[src/rtl/channel_noise_gain_quantizer_core_macros.svh]
// assertion macros for the channel noise gain quantizer
// used by the top level; no other dependencies
`ifndef CHANNEL_NOISE_GAIN_QUANTIZER_CORE_MACROS_SVH
`define CHANNEL_NOISE_GAIN_QUANTIZER_CORE_MACROS_SVH
`ifndef NO_ASSERTIONS
`define CNGQ_ASSERT(lbl, clk, rst_n, prop, msg) \
    lbl: assert property (@(posedge clk) disable iff (!rst_n) prop) else $error(msg);
`define CNGQ_ASSERT_RAW(lbl, clk, prop, msg) \
    lbl: assert property (@(posedge clk) prop) else $error(msg);
`else
`define CNGQ_ASSERT(lbl, clk, rst_n, prop, msg)
`define CNGQ_ASSERT_RAW(lbl, clk, prop, msg)
`endif
`endif

[src/rtl/cngq_pkg.sv]
// shared widths and register codes for the channel noise gain quantizer
// no dependencies
`timescale 1ns / 1ps

package cngq_pkg;

    localparam int CH_W      = 6;
    localparam int EST_W     = 24;
    localparam int CFG_W     = 16;
    localparam int CFG_IDX_W = 2;
    localparam int BYTE_W    = 8;
    localparam int FRAC_W    = 16;
    localparam int QUO_W     = EST_W + FRAC_W;
    localparam int DIV_STEPS = QUO_W;
    localparam int DIV_CNT_W = $clog2(DIV_STEPS);
    localparam int P_W       = QUO_W + 1;
    localparam int SPROD_W   = 32 + CFG_W;

    typedef enum logic [CFG_IDX_W-1:0] {
        CFG_PCAN_EN  = 2'd0,
        CFG_ALPHA    = 2'd1,
        CFG_STRENGTH = 2'd2,
        CFG_SCALE    = 2'd3
    } t_cfg_idx;

endpackage

[src/rtl/cngq_div.sv]
// restoring divider, one quotient bit per cycle
// depends on cngq_pkg
`timescale 1ns / 1ps

module cngq_div (
    input  logic                       i_clk,
    input  logic                       i_rst_n,
    input  logic                       i_start,
    input  logic [cngq_pkg::QUO_W-1:0] i_dividend,
    input  logic [cngq_pkg::EST_W-1:0] i_divisor,
    output logic                       o_busy,
    output logic                       o_done,
    output logic [cngq_pkg::QUO_W-1:0] o_quotient
);
    import cngq_pkg::*;

    logic                 r_busy;
    logic                 r_done;
    logic [DIV_CNT_W-1:0] r_cnt;
    logic [QUO_W-1:0]     r_q;
    logic [EST_W-1:0]     r_rem;
    logic [EST_W-1:0]     r_dvs;
    logic [EST_W:0]       rem_sh;
    logic [EST_W:0]       rem_nx;
    logic                 fits;

    assign rem_sh = {r_rem, r_q[QUO_W-1]};
    assign fits   = rem_sh >= {1'b0, r_dvs};
    assign rem_nx = fits ? (rem_sh - {1'b0, r_dvs}) : rem_sh;

    always_ff @(posedge i_clk) begin
        if (!i_rst_n) begin
            r_busy <= 1'b0;
            r_done <= 1'b0;
            r_cnt  <= '0;
        end else begin
            r_done <= 1'b0;
            if (i_start) begin
                r_busy <= 1'b1;
                r_cnt  <= '0;
            end else if (r_busy) begin
                r_cnt <= r_cnt + 1'b1;
                if (r_cnt == DIV_CNT_W'(DIV_STEPS - 1)) begin
                    r_busy <= 1'b0;
                    r_done <= 1'b1;
                end
            end
        end
    end

    always_ff @(posedge i_clk) begin
        if (i_start) begin
            r_q   <= i_dividend;
            r_rem <= '0;
            r_dvs <= i_divisor;
        end else if (r_busy) begin
            r_q   <= {r_q[QUO_W-2:0], fits};
            r_rem <= rem_nx[EST_W-1:0];
        end
    end

    assign o_busy     = r_busy;
    assign o_done     = r_done;
    assign o_quotient = r_q;

endmodule

[config.mk]
export PLATFORM = sky130hd
export DESIGN_NAME = cngq_div
export DESIGN_NICKNAME = d
export VERILOG_FILES = /design/src/rtl/channel_noise_gain_quantizer_core_macros.svh /design/src/rtl/cngq_pkg.sv /design/src/rtl/cngq_div.sv
export SDC_FILE = /design/constraint.sdc
export NUM_CORES = 1
export LEC_CHECK = 0
export ABC_AREA = 1
export BUFFER_PORTS_ARGS = -buffer_cell sky130_fd_sc_hd__buf_2
export CAP_MARGIN = 40
export CORE_ASPECT_RATIO = 0.6
export CORE_UTILIZATION = 59
export CTS_CLUSTER_SIZE = 10
export DETAILED_ROUTE_END_ITERATION = 8
export PLACE_DENSITY = 0.84
export SLEW_MARGIN = 20
export SYNTH_ARGS = -nofsm -noshare
export SYNTH_HDL_FRONTEND = slang
export SYNTH_SLANG_ARGS = --single-unit
[constraint.sdc]
create_clock -name i_clk -period 3.2 [get_ports i_clk]
set_clock_uncertainty 0.1 [all_clocks]
set_input_delay 0.32 -clock i_clk [delete_from_list [all_inputs] [get_ports i_clk]]
set_output_delay 0.32 -clock i_clk [all_outputs]
set_load 0.02 [all_outputs]
### After elaboration in Yosys (flattened, before gate mapping)

Cells that the tools add are included.

* register bits after elaboration: 96
* input port bits: 67
* output and inout bits: 42
* logic and storage cells: 22

* $add $sub $neg: 2
* magnitude comparators: 1
* equality and inequality tests: 1
* muxes and demuxes: 7
* bitwise logic cells: 2
* reductions and logical operators: 3

Operators with widths (number)
* $mux 40: 2
* $ge 25x24->1: 1
* $mux 24: 1
* $sub 24x24->24: 1
* $add 6x1->6 const B: 1
* $eq 6x6->1 const B: 1
* $mux 1: 4
* $reduce_or 3->1: 1
* $not 1->1: 2
* $reduce_bool 2->1: 1
* $reduce_or 2->1: 1

### Longest topological paths before layout

* depth in word-level cells: 4
* depth in mapped cells: 15
* mapped depth without buffers: 15

### Worst setup path after synthesis

OpenSTA, ideal clock, no wires.

* path kind: register to register
* start: register r_q[39], in the netlist o_quotient[39]
* end: register r_rem[12]
* library setup time: 0.114 ns
* arrival time: 1.918 ns
* required time: 2.986 ns
* path slack: 1.068 ns
* cell stages (with the launch flop): 16
* buffers on the path: 0
* period minus slack after synthesis: 2.132 ns
* cell sequence: edfxtp_1 inv_1 ha_1 fa_1 inv_1 nand3_1 nand3_1 nand2_1 nand3_1 nand2_1 nand2_1 nand2_1 nand2_1 nand2_1 nand3_1 nand2_1

* cells in the longest elaborated chain, start to end: 2
* elaborated cells between the ends (all ways): 3
* those cells by class: add/sub (1); order compare (1); mux (1)

Ends and longest elaborated chain
* from (decl): line cngq_div.sv:20 `logic [QUO_W-1:0] r_q;`
* from (signal assigned): line cngq_div.sv:53 `r_q <= i_dividend;`
* from (signal assigned): line cngq_div.sv:57 `r_q <= {r_q[QUO_W-2:0], fits};`
* $sub 24x24->24 or $ge 25x24->1 (tied branches): line cngq_div.sv:29, cngq_div.sv:28
* $mux 24 *: line cngq_div.sv:29 `assign rem_nx = fits ? (rem_sh - {1'b0, r_dvs}) : rem_sh;`
* to (signal assigned): line cngq_div.sv:58 `r_rem <= rem_nx[EST_W-1:0];`
* to (decl): line cngq_div.sv:21 `logic [EST_W-1:0] r_rem;`

Every way passes the cells marked *; elsewhere a longest branch is shown, timed or not.
A chain may end at the register's enable or synchronous reset.

### Worst setup path in the final report

* start: register r_dvs[11]
* end: register r_q[0], in the netlist o_quotient[0], data pin

* cells in the longest elaborated chain, start to end: 3

Ends and longest elaborated chain
* from (decl): line cngq_div.sv:22 `logic [EST_W-1:0] r_dvs;`
* from (signal assigned): line cngq_div.sv:55 `r_dvs <= i_divisor;`
* $ge 25x24->1: line cngq_div.sv:28 `assign fits = rem_sh >= {1'b0, r_dvs};`
* $mux 40: line cngq_div.sv:56 `end else if (r_busy) begin`
* $mux 40: line cngq_div.sv:52 `if (i_start) begin`

Every way passes these cells. The select of a mux whose other input is x is not followed.

==> results by group <==
Clock network
  – Setup fix buffers added after clock tree synthesis: 0
  – Number of hold buffers added after cts: 0
  – Max clock buf depth: 2
  – Clk Latency, worst-skew pair: 340 ps
  – CTS H-Tree Depth: 3
  – CTS clock-pin slew for the worst setup and hold paths: 70 ps
  – Cell at the root of the clock tree: clkbuf_16
  – CTS buffer count: 9
  – Post-CTS resize count: 0
  – Clk sinks: 96
  – Clock tree from TritonCTS: built

Worst setup path
  – R2R cell count: 12
  – Category of the worst setup path launch point: flip-flop
  – Worst-path fanout max: 25
  – Arrival @ worst endpoint: 2520 ps
  – Critical Path Sink: o_quotient[0]
  – Register-to-register path setup slack: 680 ps
  – Most used cell, CP: nand2_1
  – Critical setup path kind: flip-flop to flip-flop
  – Sequence of cells on the critical path: inv_1, ha_1, nand2_1, inv_2, nand2_1, nand2_1, nand2_1, nand2_1, a21oi_4, nand3_4, nand2_1, nand2_1
  – Worst-path cell with the longest stage delay: nand3_4
  – First element of the critical path: r_dvs[11]
  – R2R Path End: o_quotient[0]
  – Instance count on the critical path: 12
  – Buffering stage count on the worst path with inverters included: 2
  – Kind of end point of the critical path: flip-flop
  – Cell family with most CP delay: simple AND/OR/NAND/NOR gates
  – WP data required: 3200 ps
  – Reg-to-Reg Start: r_dvs[11]
  – Maximum single-stage delay on the critical path: 390 ps

Place
  – Count of port buffers added during placement: 108
  – Placed cells: 1040
  – Post-detail-place hpwl: 11100 um
  – Routability cong.: 1.09
  – Post-place instance area: 0.00649 mm^2

Logic synthesis
  – Largest cells by area after synthesis: edfxtp_1, nand2_1, dfxtp_1
  – Share of the synthesized area in the top cell type: 33.0%
  – Total nets after synthesis: 908
  – FF+latch count, synth: 96
  – Number of unique standard cell types used by synthesis: 29
  – Cell area after synthesis: 0.00583 mm^2
  – Post-Syn Area per Cell: 7.15 um^2
  – Cells after Synth: 815
  – Share of the yosys chip area belonging to registers: 43.9%
  – Post-synthesis cell type with the largest combined area: edfxtp_1
  – Yosys warning count: 0

Route
  – DRC Markers: 0
  – Via/cell ratio: 5.11
  – DRT Pass-1 Iters: 5
  – Antenna violation net count after detailed routing: 0
  – Count of vias placed by the detailed router: 5399
  – Number of DRC violations after detailed-routing iteration 0: 552
  – Aggregate routed wire length: 15000 um
  – WL per Instance: 14.2 um

Timing
  – Slew margin rel.: 44.1%
  – Highest attainable clock frequency: 396 MHz
  – Final-layout setup total negative slack: 0 ps
  – Post-route clock period utilization: 78.8%
  – Final count of negative-setup-slack endpoints: 0
  – Final worst path period need: 2520 ps
  – Number of max-slew violations in the final report: 0
  – Unrepaired setup endpoints after global routing: false
  – Count of endpoints failing hold in the final timing report: 0
  – Worst-Margin Slew: 835 ps

Worst hold path
  – HP Class: input pin to flip-flop
  – Beginning of the worst hold path: i_divisor[21]

Final layout
  – Number of fill cells in the layout: 768
  – Antenna Cells: 0
  – Layout cells sized above 1: 15.8%
  – Final Instance Count excl. Fillers: 1056
  – Net count of the finished layout: 1014
  – Area growth from synthesis to layout: 16.3%
  – Area of the multi-input gates: 0.00265 mm^2
  – Flip-flop and latch area: 0.00256 mm^2
  – Design Area, Final: 0.00678 mm^2

GRT
  – Total GRT Usage: 31.4%
  – First-pass GRT wire length: 24400 um
  – Total gr overflow: 0
  – Vias in the first global route: 4869
  – Initial antenna violation count: 0
  – Maximum number of pins on one net before global-route repair: 44

Die
  – Top-Level Pins: 109
  – Starting density of the core: 62.1%
  – Placement row count: 27
  – Die X: 130 um
  – Floorplan die area: 0.0103 mm^2
  – CORE AREA: 0.00939 mm^2
  – Height of the die: 79 um

Power and ir drop
  – Maximum resistive drop on vdd: 323 uV
  – PwrDens: 432 mW/mm^2
  – Leakage power figure: 0.00367 uW

Run status
  – Result of the run: completed

Job
  – Reported max-cap violation count: 0
[power breakdown]
| group | switching [uW] | internal (uW) |
|---|---|---|
| Combinational | 291 | 146 |
| Sequential | 35.9 | 1420 |
| Clock | 481 | 559 |
[metrics by stage]
step	total power (uW)	setup slack [ps]	hold slack (ps)	utilization, %
floorplan	1750	1070	319	-
global placement	1900	801	361	69.1
detailed placement	1910	726	366	69.1
CTS	2940	709	38.7	72.2
global route	3050	498	34.6	72.2
finish	2930	678	46.3	72.2
[how the worst min path moves through the flow]
| stage | to | slack (ps) | cells after the start |
|---|---|---|---|
| finish | r_dvs[21] | 50 | 1 |
| global route | r_dvs[8] | 30 | 1 |
| CTS | r_dvs[17] | 40 | 1 |
| detailed placement | r_rem[13] | 370 | 2 |
| global placement | r_rem[0] | 360 | 2 |
| floorplan | r_dvs[0] | 320 | 0 |
[synthesized netlist by cell type]
library cell  count
nor3_2            1
edfxtp_1         64
xnor2_1           8
ha_1             25
nor3_1            6
dfxtp_1          32
nor2_2            3
buf_6             2
nand2_2           1
nand4_1          31
nor3b_1           3
xor2_1            1
nand3_4           1
inv_1           128
nand3b_1          7
clkbuf_1         13
o211ai_1          1
clkinv_1          3
fa_1              1
nand2_1         375
nor2_1           33
nand4_4           1
o21ai_0           1
nand3_1          47
a21oi_4           1
a21oi_1          13
buf_2             6
o21a_1            1
inv_2             6
[worst register-to-register path, delay by kind of cell (launching register included)]
kind / cells / cell delay (ps)
and+or+nand+nor: 8 / 1090
AOI/OAI and AO/OA: 1 / 370
adders and majority gates: 1 / 350
DFF: 1 / 320
buffers and inverters: 2 / 80
[cells by family after synthesis]
kind of cell	share of synthesized area (%)
compound gates	1.74
xor+xnor	1.35
fa+ha+maj	5.71
buf+inv	10.6
flops	43.9
simple gates	36.7
[cell usage in the layout (no fill, tap or decap), types with 8 or more instances in the layout]
cell	count
nand2_1	375
edfxtp_1	64
buf_4	8
nand4_1	31
nor2_1	33
inv_1	128
buf_2	108
ha_1	25
a21oi_1	13
clkbuf_16	9
dfxtp_1	32
nand3_1	47
xnor2_1	8
[layout make-up]
cell class / instances / share of cell area [%]
multi-input combinational: 561 / 39.1
sequential: 96 / 37.8
timing repair buffer: 116 / 8.86
inverter: 137 / 7.58
clock buffer: 10 / 3.52
tap: 130 / 2.40
clock inverter: 6 / 0.738
[layer usage]
layer	GRT usage (%)	vias to the layer above	wire, um
met2	42.9	220	5850
met4	6.55	0	123
met3	8.83	14	1590
met5	0	-	0
met1	48.4	2401	7410
li1	-	2764	-
[state kept, by name (all words and copies together), names as in the netlist]
signal	cells
o_busy	1
o_done	1
o_quotient	40
r_cnt	6
r_dvs	24
r_rem	24
Note: power is estimated with default switching activity, not from simulation.
