<file path="src/rtl/channel_noise_gain_quantizer_core_macros.svh">
// assertion macros for the channel noise gain quantizer
// used by the top level; no other dependencies
`ifndef CHANNEL_NOISE_GAIN_QUANTIZER_CORE_MACROS_SVH
`define CHANNEL_NOISE_GAIN_QUANTIZER_CORE_MACROS_SVH
`ifndef NO_ASSERTIONS
`define CNGQ_ASSERT(lbl, clk, rst_n, prop, msg) \
    lbl: assert property (@(posedge clk) disable iff (!rst_n) prop) else $error(msg);
`define CNGQ_ASSERT_RAW(lbl, clk, prop, msg) \
    lbl: assert property (@(posedge clk) prop) else $error(msg);
`else
`define CNGQ_ASSERT(lbl, clk, rst_n, prop, msg)
`define CNGQ_ASSERT_RAW(lbl, clk, prop, msg)
`endif
`endif

</file>
<file path="src/rtl/cngq_ram.sv">
// generic single write port ram with registered read
// no dependencies
`timescale 1ns / 1ps

module cngq_ram #(
    parameter int WIDTH = 24,
    parameter int DEPTH = 40
) (
    input  logic                                         i_clk,
    input  logic                                         i_we,
    input  logic [((DEPTH > 1) ? $clog2(DEPTH) : 1)-1:0] i_waddr,
    input  logic [WIDTH-1:0]                             i_wdata,
    input  logic [((DEPTH > 1) ? $clog2(DEPTH) : 1)-1:0] i_raddr,
    output logic [WIDTH-1:0]                             o_rdata
);

    logic [WIDTH-1:0] r_mem [DEPTH];
    logic [WIDTH-1:0] r_rdata;

    always_ff @(posedge i_clk) begin
        if (i_we) begin
            r_mem[i_waddr] <= i_wdata;
        end
        r_rdata <= r_mem[i_raddr];
    end

    assign o_rdata = r_rdata;

endmodule

</file>
<file path="config.mk">
export PLATFORM = sky130hd
export DESIGN_NAME = cngq_ram
export DESIGN_NICKNAME = d
export VERILOG_FILES = /design/src/rtl/channel_noise_gain_quantizer_core_macros.svh /design/src/rtl/cngq_ram.sv
export SDC_FILE = /design/constraint.sdc
export NUM_CORES = 1
export LEC_CHECK = 0
export BUFFER_PORTS_ARGS = -buffer_cell sky130_fd_sc_hd__buf_2
export CAP_MARGIN = 20
export CORE_MARGIN = 2
export CORE_UTILIZATION = 30
export DETAILED_ROUTE_END_ITERATION = 8
export GPL_TIMING_DRIVEN = 0
export PLACE_DENSITY = 0.46
export SLEW_MARGIN = 20
export SYNTH_ARGS = -nofsm -noshare
export SYNTH_HDL_FRONTEND = slang
export SYNTH_SLANG_ARGS = --single-unit
export TNS_END_PERCENT = 10
</file>
<file path="constraint.sdc">
create_clock -name i_clk -period 3.25 [get_ports i_clk]
set_input_delay 0.4875 -clock i_clk [delete_from_list [all_inputs] [get_ports i_clk]]
set_output_delay 0.4875 -clock i_clk [all_outputs]
set_load 0.02 [all_outputs]
</file>
# == Word-level counts from Yosys, hierarchy flattened ==
# Memories as Yosys holds them, arrays and structs flattened. A register that Yosys moved wholly into a read port is not among the register bits.
# Cells that the tools add are included.
# classes
n_mux,2
# ops
cell,n
1-bit 2-to-1 mux,2
# word_totals
mem_bits_rw,960
input_bits,38
elab_cells,3
reg_bits,0
n_memories,1
out_inout_bits,24
# memory_table
name,words,width,rd,rd_ports_with_merged_regs,write_ports,line,source
r_mem,40,24,1,1,1,cngq_ram.sv:17,logic [WIDTH-1:0] r_mem [DEPTH];

# == Longest topological paths before layout ==
# Gate-level depths: netlist of run 1.
# depth
depth_word,2
depth_mapped,8
depth_no_buf,5

# == Worst setup path before layout of run 1 ==
# OpenSTA, ideal clock, no wires.
# synth_timing
path_kind,input to register
from,input port i_waddr[5] in the netlist's numbering
to,"memory r_mem[16][0], enable pin"
n_path_buf,0
path_stages,3
path_slack_ps,172
setup_time_ps,435
t_arrival_ps,2643
required_ps,2815
path_cell_list,nor4bb_1 -> nand2b_1 -> nor3_1
# synth_rtl
element,line,source
from (decl),cngq_ram.sv:11,"input logic [((DEPTH > 1) ? $clog2(DEPTH) : 1)-1:0] i_waddr,"
to (decl),cngq_ram.sv:17,
# Straight into the memory's write port.

==> results of run 1 <==
==> state kept, by name, summed over array words and instances (netlist names) <==
signal / flops
o_rdata: 24
r_mem: 960
==> per-stage QoR <==
step / setup slack (ns) / TNS [ns] / cells
2_1_floorplan: 0.172 / 0 / 1943
3_3_place_gp: -2.12 / -695.41 / 3648
3_5_place_dp: -0.706 / -11.83 / 3692
4_1_cts: 0.0230 / 0 / 3881
5_1_grt: 0.143 / 0 / 3881
6_report: 0.265 / 0 / 3888
==> synthesized netlist by cell type (2+ instances only) <==
master    number  area share, %
nand2b_1       5          0.082
a221oi_2      33            1.3
buf_6         15           0.44
mux4_2        48            2.8
a22o_1        48            1.1
nand3_1        4          0.052
clkbuf_1      48           0.47
a221oi_1      15           0.34
buf_4         24           0.47
nand2_1       31           0.30
o41ai_2       24            1.0
nor2_1        41           0.40
buf_2         23           0.30
mux2i_1      384             10
nor2b_1        5          0.082
mux2_2        24           0.71
nor3_1         2          0.026
buf_1          8          0.079
dfxtp_1       24            1.3
a21oi_1       48           0.63
edfxtp_1     960             76
o22ai_1       24           0.39
a22oi_1       96            1.9
==> worst max-delay path, cell delays in order <==
cell	delay (ns)
buf_2	0.20
nor2_2	0.48
clkdlybuf4s15_1	0.77
buf_1	0.52
a22oi_1	0.18
a21oi_1	0.50
o41ai_2	0.29
==> kinds of logic (layout without fill, tap and decap cells) <==
family,Yosys count,in the layout
flops,984,984
mux,456,456
compound gates,288,288
buf+inv,120,408
simple gates,95,95
other cells,0,7
==> power groups by stage <==
stage	clock network [mW]	registers [mW]	logic (mW)
after floorplan	0	14.4	0.782
after global placement	0	14.3	1.59
after detailed placement	0	14.3	1.64
after CTS	12.0	14.1	1.65
after global routing	12.5	14.1	1.71
final	11.8	14.1	1.63
==> per-layer routing <==
metal	global-route usage [%]	wire length, µm	vias up
li1	-	-	8437
met1	24.5	51300	10300
met3	3.34	6840	148
met4	5.05	3170	12
met5	0	72	-
met2	25.8	50200	616
==> what timing repair did <==
item                                   in CTS  in global routing
setup endpoints to repair                   0                  8
endpoints found under the hold margin       0                  0
hold buffers                                0                  0
gates resized for setup                     0                  3
==> layout make-up <==
class	instances	area share, %
Clock inverter	45	1.08
Antenna cell	7	0.0388
Sequential cell	984	64.9
Timing Repair Buffer	99	2.73
Buffer	120	1.56
Clock buffer	144	6.40
Multi-Input combinational cell	839	18.7
Tap cell	1650	4.57
==> how the worst max path moves through the flow <==
stage,startpoint,endpoint
floorplan,i_waddr[5],r_mem[16][0]
global placement,i_we,r_mem[18][21]
detailed placement,i_raddr[2],o_rdata[8]
CTS,i_raddr[2],o_rdata[8]
global route,i_raddr[2],o_rdata[8]
finish,i_raddr[2],o_rdata[10]
==> out/qor.csv, run 1 <==
metric,value,unit
drt_iter0_markers,1889,
worst_ep_required_time,3.73,ns
seq_area_frac_synth,76.8,%
dp_hpwl,73500,µm
numCtsBuffers,107,
ys_types,32,
area_growth,18.3,%
maxCapViolations,0,
io_pins,62,
r2r_cells,5,
syn_area_per_cell,19.6,µm²
row_count,130,
reg2reg_to,o_rdata[13],
post_dp_cell_area,41800,µm²
r2r_slack,0.80,ns
synth-async-reset-ratio,0,%
postLayoutCellArea,45200,µm²
hp-start,i_wdata[22],
fin_crit_sh,91.8,%
synth.net_count,1981,
grt_pass1_wl,155000,µm
status,completed,
muxShareOfSynthArea,13.6,%
clockRootBuffer,clkbuf_16,
synth-xor-area-share,0,%
core,126000,µm²
yosys_warnings,0,
ys_ff_latch,984,
overflow,0,
cts_setup_buffers,0,
peakVddDrop,0.380,mV
vias_per_cell,5.02,
synth_adder_area_share,0,%
clock_path_buffers,3,
final_core_util,35.9,%
cts.clk_slew.worst_paths,0.06,ns
drt-total-wl,112000,µm
firstDrtPassIters,5,
slew_violations,0,
clock_latency,0.69,ns
powerDensity,608,nW/µm²
wl_per_cell,28.7,µm
final_common_cell,edfxtp_1,
synth_compound_area_share,6.68,%
cts_tree,done,
io_buffers,55,
whs_endpoint,r_mem[36][22],
hold_path.class,in -> reg,
endpoint_kind,register,
drive_gt1_share,21.4,%
dieArea,130000,µm²
synthSimpleGateAreaFrac,1.09,%
netSwitchingPower,6.02,mW
grt_pass1_vias,19600,
crit_fanout,10,
start_kind,primary input,
dieHeight,361,µm
syn_inst,1943,
comb_power_share,5.9,%
finalSetupViolations,0,
h-tree-depth,3,
tightest_slew,1.12,ns
netlist_area,38200,µm²
synth_top_family_by_area,multiplexers,
synth_edf_count,960,
cts.sinks,984,
final_cell_mix,"edfxtp_1 (960), mux2i_1 (384), clkbuf_16 (110)",
dieWidth,361,µm
drc,0,
path_class,in -> reg,
max_freq,335,MHz
ant_nets,0,
seqPwrFrac,51.2,%
power_frac_clock,42.8,%
gp_congestion,0.842,
seqCellArea,29300,µm²
holdPathStages,1,
hold_ws,0.447,ns
grt_usage,17.0,%
leakagePower,15.0,nW
slew_headroom,25.5,%
hold_viol_final,0,
num_vias,19500,
fill_cells,11700,
switching_share,21.9,%
internal-power,21.5,mW
start_util,30.3,%
skew,0.0319,ns
rsz0062_at_grt,no,
finalPower,27.5,mW
nets,2189,
grt_antenna_before_repair,10,
multi_input_area,8460,µm²
crit_arrival,3.46,ns
r2r_start,r_mem[4][13],
ys_dominant_reg_cell,edfxtp_1,
grt_max_degree,41,
fin_crit,2.98,ns
(Power assumes the default switching activity.)
==> run 2: changes to the inputs <==
--- a/config.mk
+++ b/config.mk
@@ -5,13 +5,13 @@
 export SDC_FILE = /design/constraint.sdc
 export NUM_CORES = 1
 export LEC_CHECK = 0
-export BUFFER_PORTS_ARGS = -buffer_cell sky130_fd_sc_hd__buf_2
 export CAP_MARGIN = 20
 export CORE_MARGIN = 2
 export CORE_UTILIZATION = 30
 export DETAILED_ROUTE_END_ITERATION = 8
+export DONT_BUFFER_PORTS = 1
 export GPL_TIMING_DRIVEN = 0
-export PLACE_DENSITY = 0.46
+export PLACE_DENSITY = 0.45
 export SLEW_MARGIN = 20
 export SYNTH_ARGS = -nofsm -noshare
 export SYNTH_HDL_FRONTEND = slang
==> run 2 against run 1 <==
  * Combinational power about the same
  * Cell count is 0.67% lower
  * Largest cell class unchanged
  * Worst hold slack worse by 0.33 ns
  * Critical path type unchanged
  * Routed wire length is 0.54% higher
  * Clock power about the same
  * First-iteration DRC count shrank 8.0%
  * Critical path depth unchanged
  * Setup slack worse by 0.23 ns
  * Clock skew rose by 0.0023 ns
  * Global-route usage is 0.11 points higher
==> out/qor.csv, run 2 (synthesis results as in run 1) <==
metric,value,unit,change
start_util,30.3,%,unchanged
start_kind,primary input,,
power_frac_clock,42.5,%,-0.3 points
fin_crit,3.22,ns,+0.234 ns
cpLargestDelayFamily,buffers and inverters,,
clock_latency,0.72,ns,+0.03 ns
clockRootBuffer,clkbuf_16,,
finalPower,27.3,mW,-0.48%
hold_ws,0.113,ns,-0.334 ns
gp_congestion,0.847,,+0.68%
grt_antenna_before_repair,9,,-1
seqCellArea,29300,µm²,unchanged
grt_usage,17.1,%,+0.11 points
multi_input_area,8460,µm²,unchanged
peakVddDrop,0.450,mV,+18%
crit_fanout,10,,unchanged
hold_path.class,in -> reg,,
dp_hpwl,74200,µm,+0.82%
row_count,130,,unchanged
whs_endpoint,r_mem[37][21],,
dieHeight,361,µm,unchanged
h-tree-depth,3,,unchanged
leakagePower,15.1,nW,+0.52%
crit_path_top_delay_cell,clkdlybuf4s15_1,,
firstDrtPassIters,5,,unchanged
rsz0062_at_grt,no,,
drive_gt1_share,20.6,%,-0.77 points
setup_ws,0.0314,ns,-0.234 ns
wl_per_cell,29.1,µm,+1.2%
wl_met2,52200,µm,+3.9%
overflow,0,,unchanged
status,completed,,
grt_max_degree,41,,unchanged
io_pins,62,,unchanged
largest_register,r_mem,,
pre_cts_slack,-0.707,ns,-0.000454 ns
maxCapViolations,0,,unchanged
worstPathCellList,"buf_2, nor2_2, clkdlybuf4s15_1, buf_1, a22oi_1, a21oi_1, o41ai_2",,
max_freq,311,MHz,-7.3%
netSwitchingPower,6.16,mW,+2.4%
holdPathStages,1,,unchanged
crit_buf_inv,3,,unchanged
dieWidth,361,µm,unchanged
switching_share,22.5,%,+0.64 points
hp-start,i_wdata[21],,
ant_nets,0,,unchanged
clock_path_buffers,3,,unchanged
fin_crit_sh,99.0,%,+7.2 points
postLayoutCellArea,45500,µm²,+0.65%
reg2reg_to,o_rdata[18],,
core,126000,µm²,unchanged
post_dp_cell_area,41500,µm²,-0.56%
cts_setup_buffers,0,,unchanged
drt-total-wl,112000,µm,+0.54%
worst_ep_required_time,3.74,ns,about the same
slowest_delay,0.83,ns,+0.06 ns
final_common_cell,edfxtp_1,,
r2r_slack,0.89,ns,+0.09 ns
slew_violations,0,,unchanged
drt_iter0_markers,1737,,-8.0%
largest_register_ffs,960,,unchanged
io_buffers,0,,-100%
cts.sinks,984,,unchanged
grt_pass1_wl,155000,µm,+0.14%
r2r_start,r_mem[21][18],,
area_growth,19.1,%,
num_vias,19300,,-1.3%
drc,0,,unchanged
highest_layer,met4,,
grt_pass1_vias,19600,,-0.020%
finalSetupViolations,0,,unchanged
endpoint_kind,register,,
nets,2156,,-1.5%
internal-power,21.2,mW,-1.3%
vias_per_cell,4.99,,-0.60%
numCtsBuffers,105,,-1.9%
tightest_slew,1.02,ns,-0.0989 ns
drt-met1-wl,50700,µm,-1.3%
powerDensity,602,nW/µm²,-1.1%
cts_tree,done,,
skew,0.0342,ns,+0.00226 ns
wl_met3,6950,µm,+1.7%
r2r_cells,5,,unchanged
crit_arrival,3.71,ns,+0.25 ns
path_class,in -> reg,,
slew_headroom,32.1,%,+6.6 points
fill_cells,11700,,+0.043%
cts.clk_slew.worst_paths,0.06,ns,about the same
hold_viol_final,0,,unchanged
dieArea,130000,µm²,unchanged
final_cell_mix,"edfxtp_1 (960), mux2i_1 (384), clkbuf_16 (107)",,
comb_power_share,5.8,%,about the same
seqPwrFrac,51.6,%,+0.4 points
## run 2: worst max-delay path by stage
stage                           from             to  cells after the start
after floorplan           i_waddr[5]   r_mem[16][0]                      3
after global placement    i_waddr[5]  r_mem[18][22]                      3
after detailed placement  i_raddr[2]     o_rdata[8]                      7
after CTS                 i_raddr[2]     o_rdata[8]                      7
after global routing      i_raddr[2]     o_rdata[8]                      7
final                     i_raddr[2]     o_rdata[8]                      7
## run 2: stage by stage
step | utilization, % | std cells | TNS, ns
4_1_cts | 36.1 | 3858 | 0
3_3_place_gp | 32.0 | 3593 | -605.92
6_report | 36.1 | 3862 | 0
2_1_floorplan | - | 1943 | 0
5_1_grt | 36.1 | 3858 | 0
3_5_place_dp | 33.0 | 3637 | -11.24
## run 2: repair_timing
item                                    4_1_cts  5_1_grt
hold buffers                                 24        0
gates resized for setup                       0        3
endpoints found under the hold margin       960        0
endpoints found under the setup margin        0        1
## run 2: final cells by class
cell class / count / share of cell area (%)
Multi-Input combinational cell: 839 / 18.6
Timing Repair Buffer: 68 / 3.40
Antenna cell: 4 / 0.0220
Tap cell: 1650 / 4.54
Sequential cell: 984 / 64.5
Clock buffer: 126 / 6.05
Clock inverter: 71 / 1.36
Buffer: 120 / 1.55
## run 2: power groups by stage
stage	Sequential, mW	Clock (mW)	Combinational, mW
after global placement	14.4	0	1.25
after CTS	14.1	11.9	1.62
final	14.1	11.6	1.60
after detailed placement	14.4	0	1.29
after global routing	14.1	12.4	1.68
after floorplan	14.4	0	0.782
## run 2: routing by layer
layer,track usage (%),up-vias
li1,-,8376
met1,24.0,10200
met2,27.2,579
met3,3.38,129
met4,4.13,0
met5,0,-
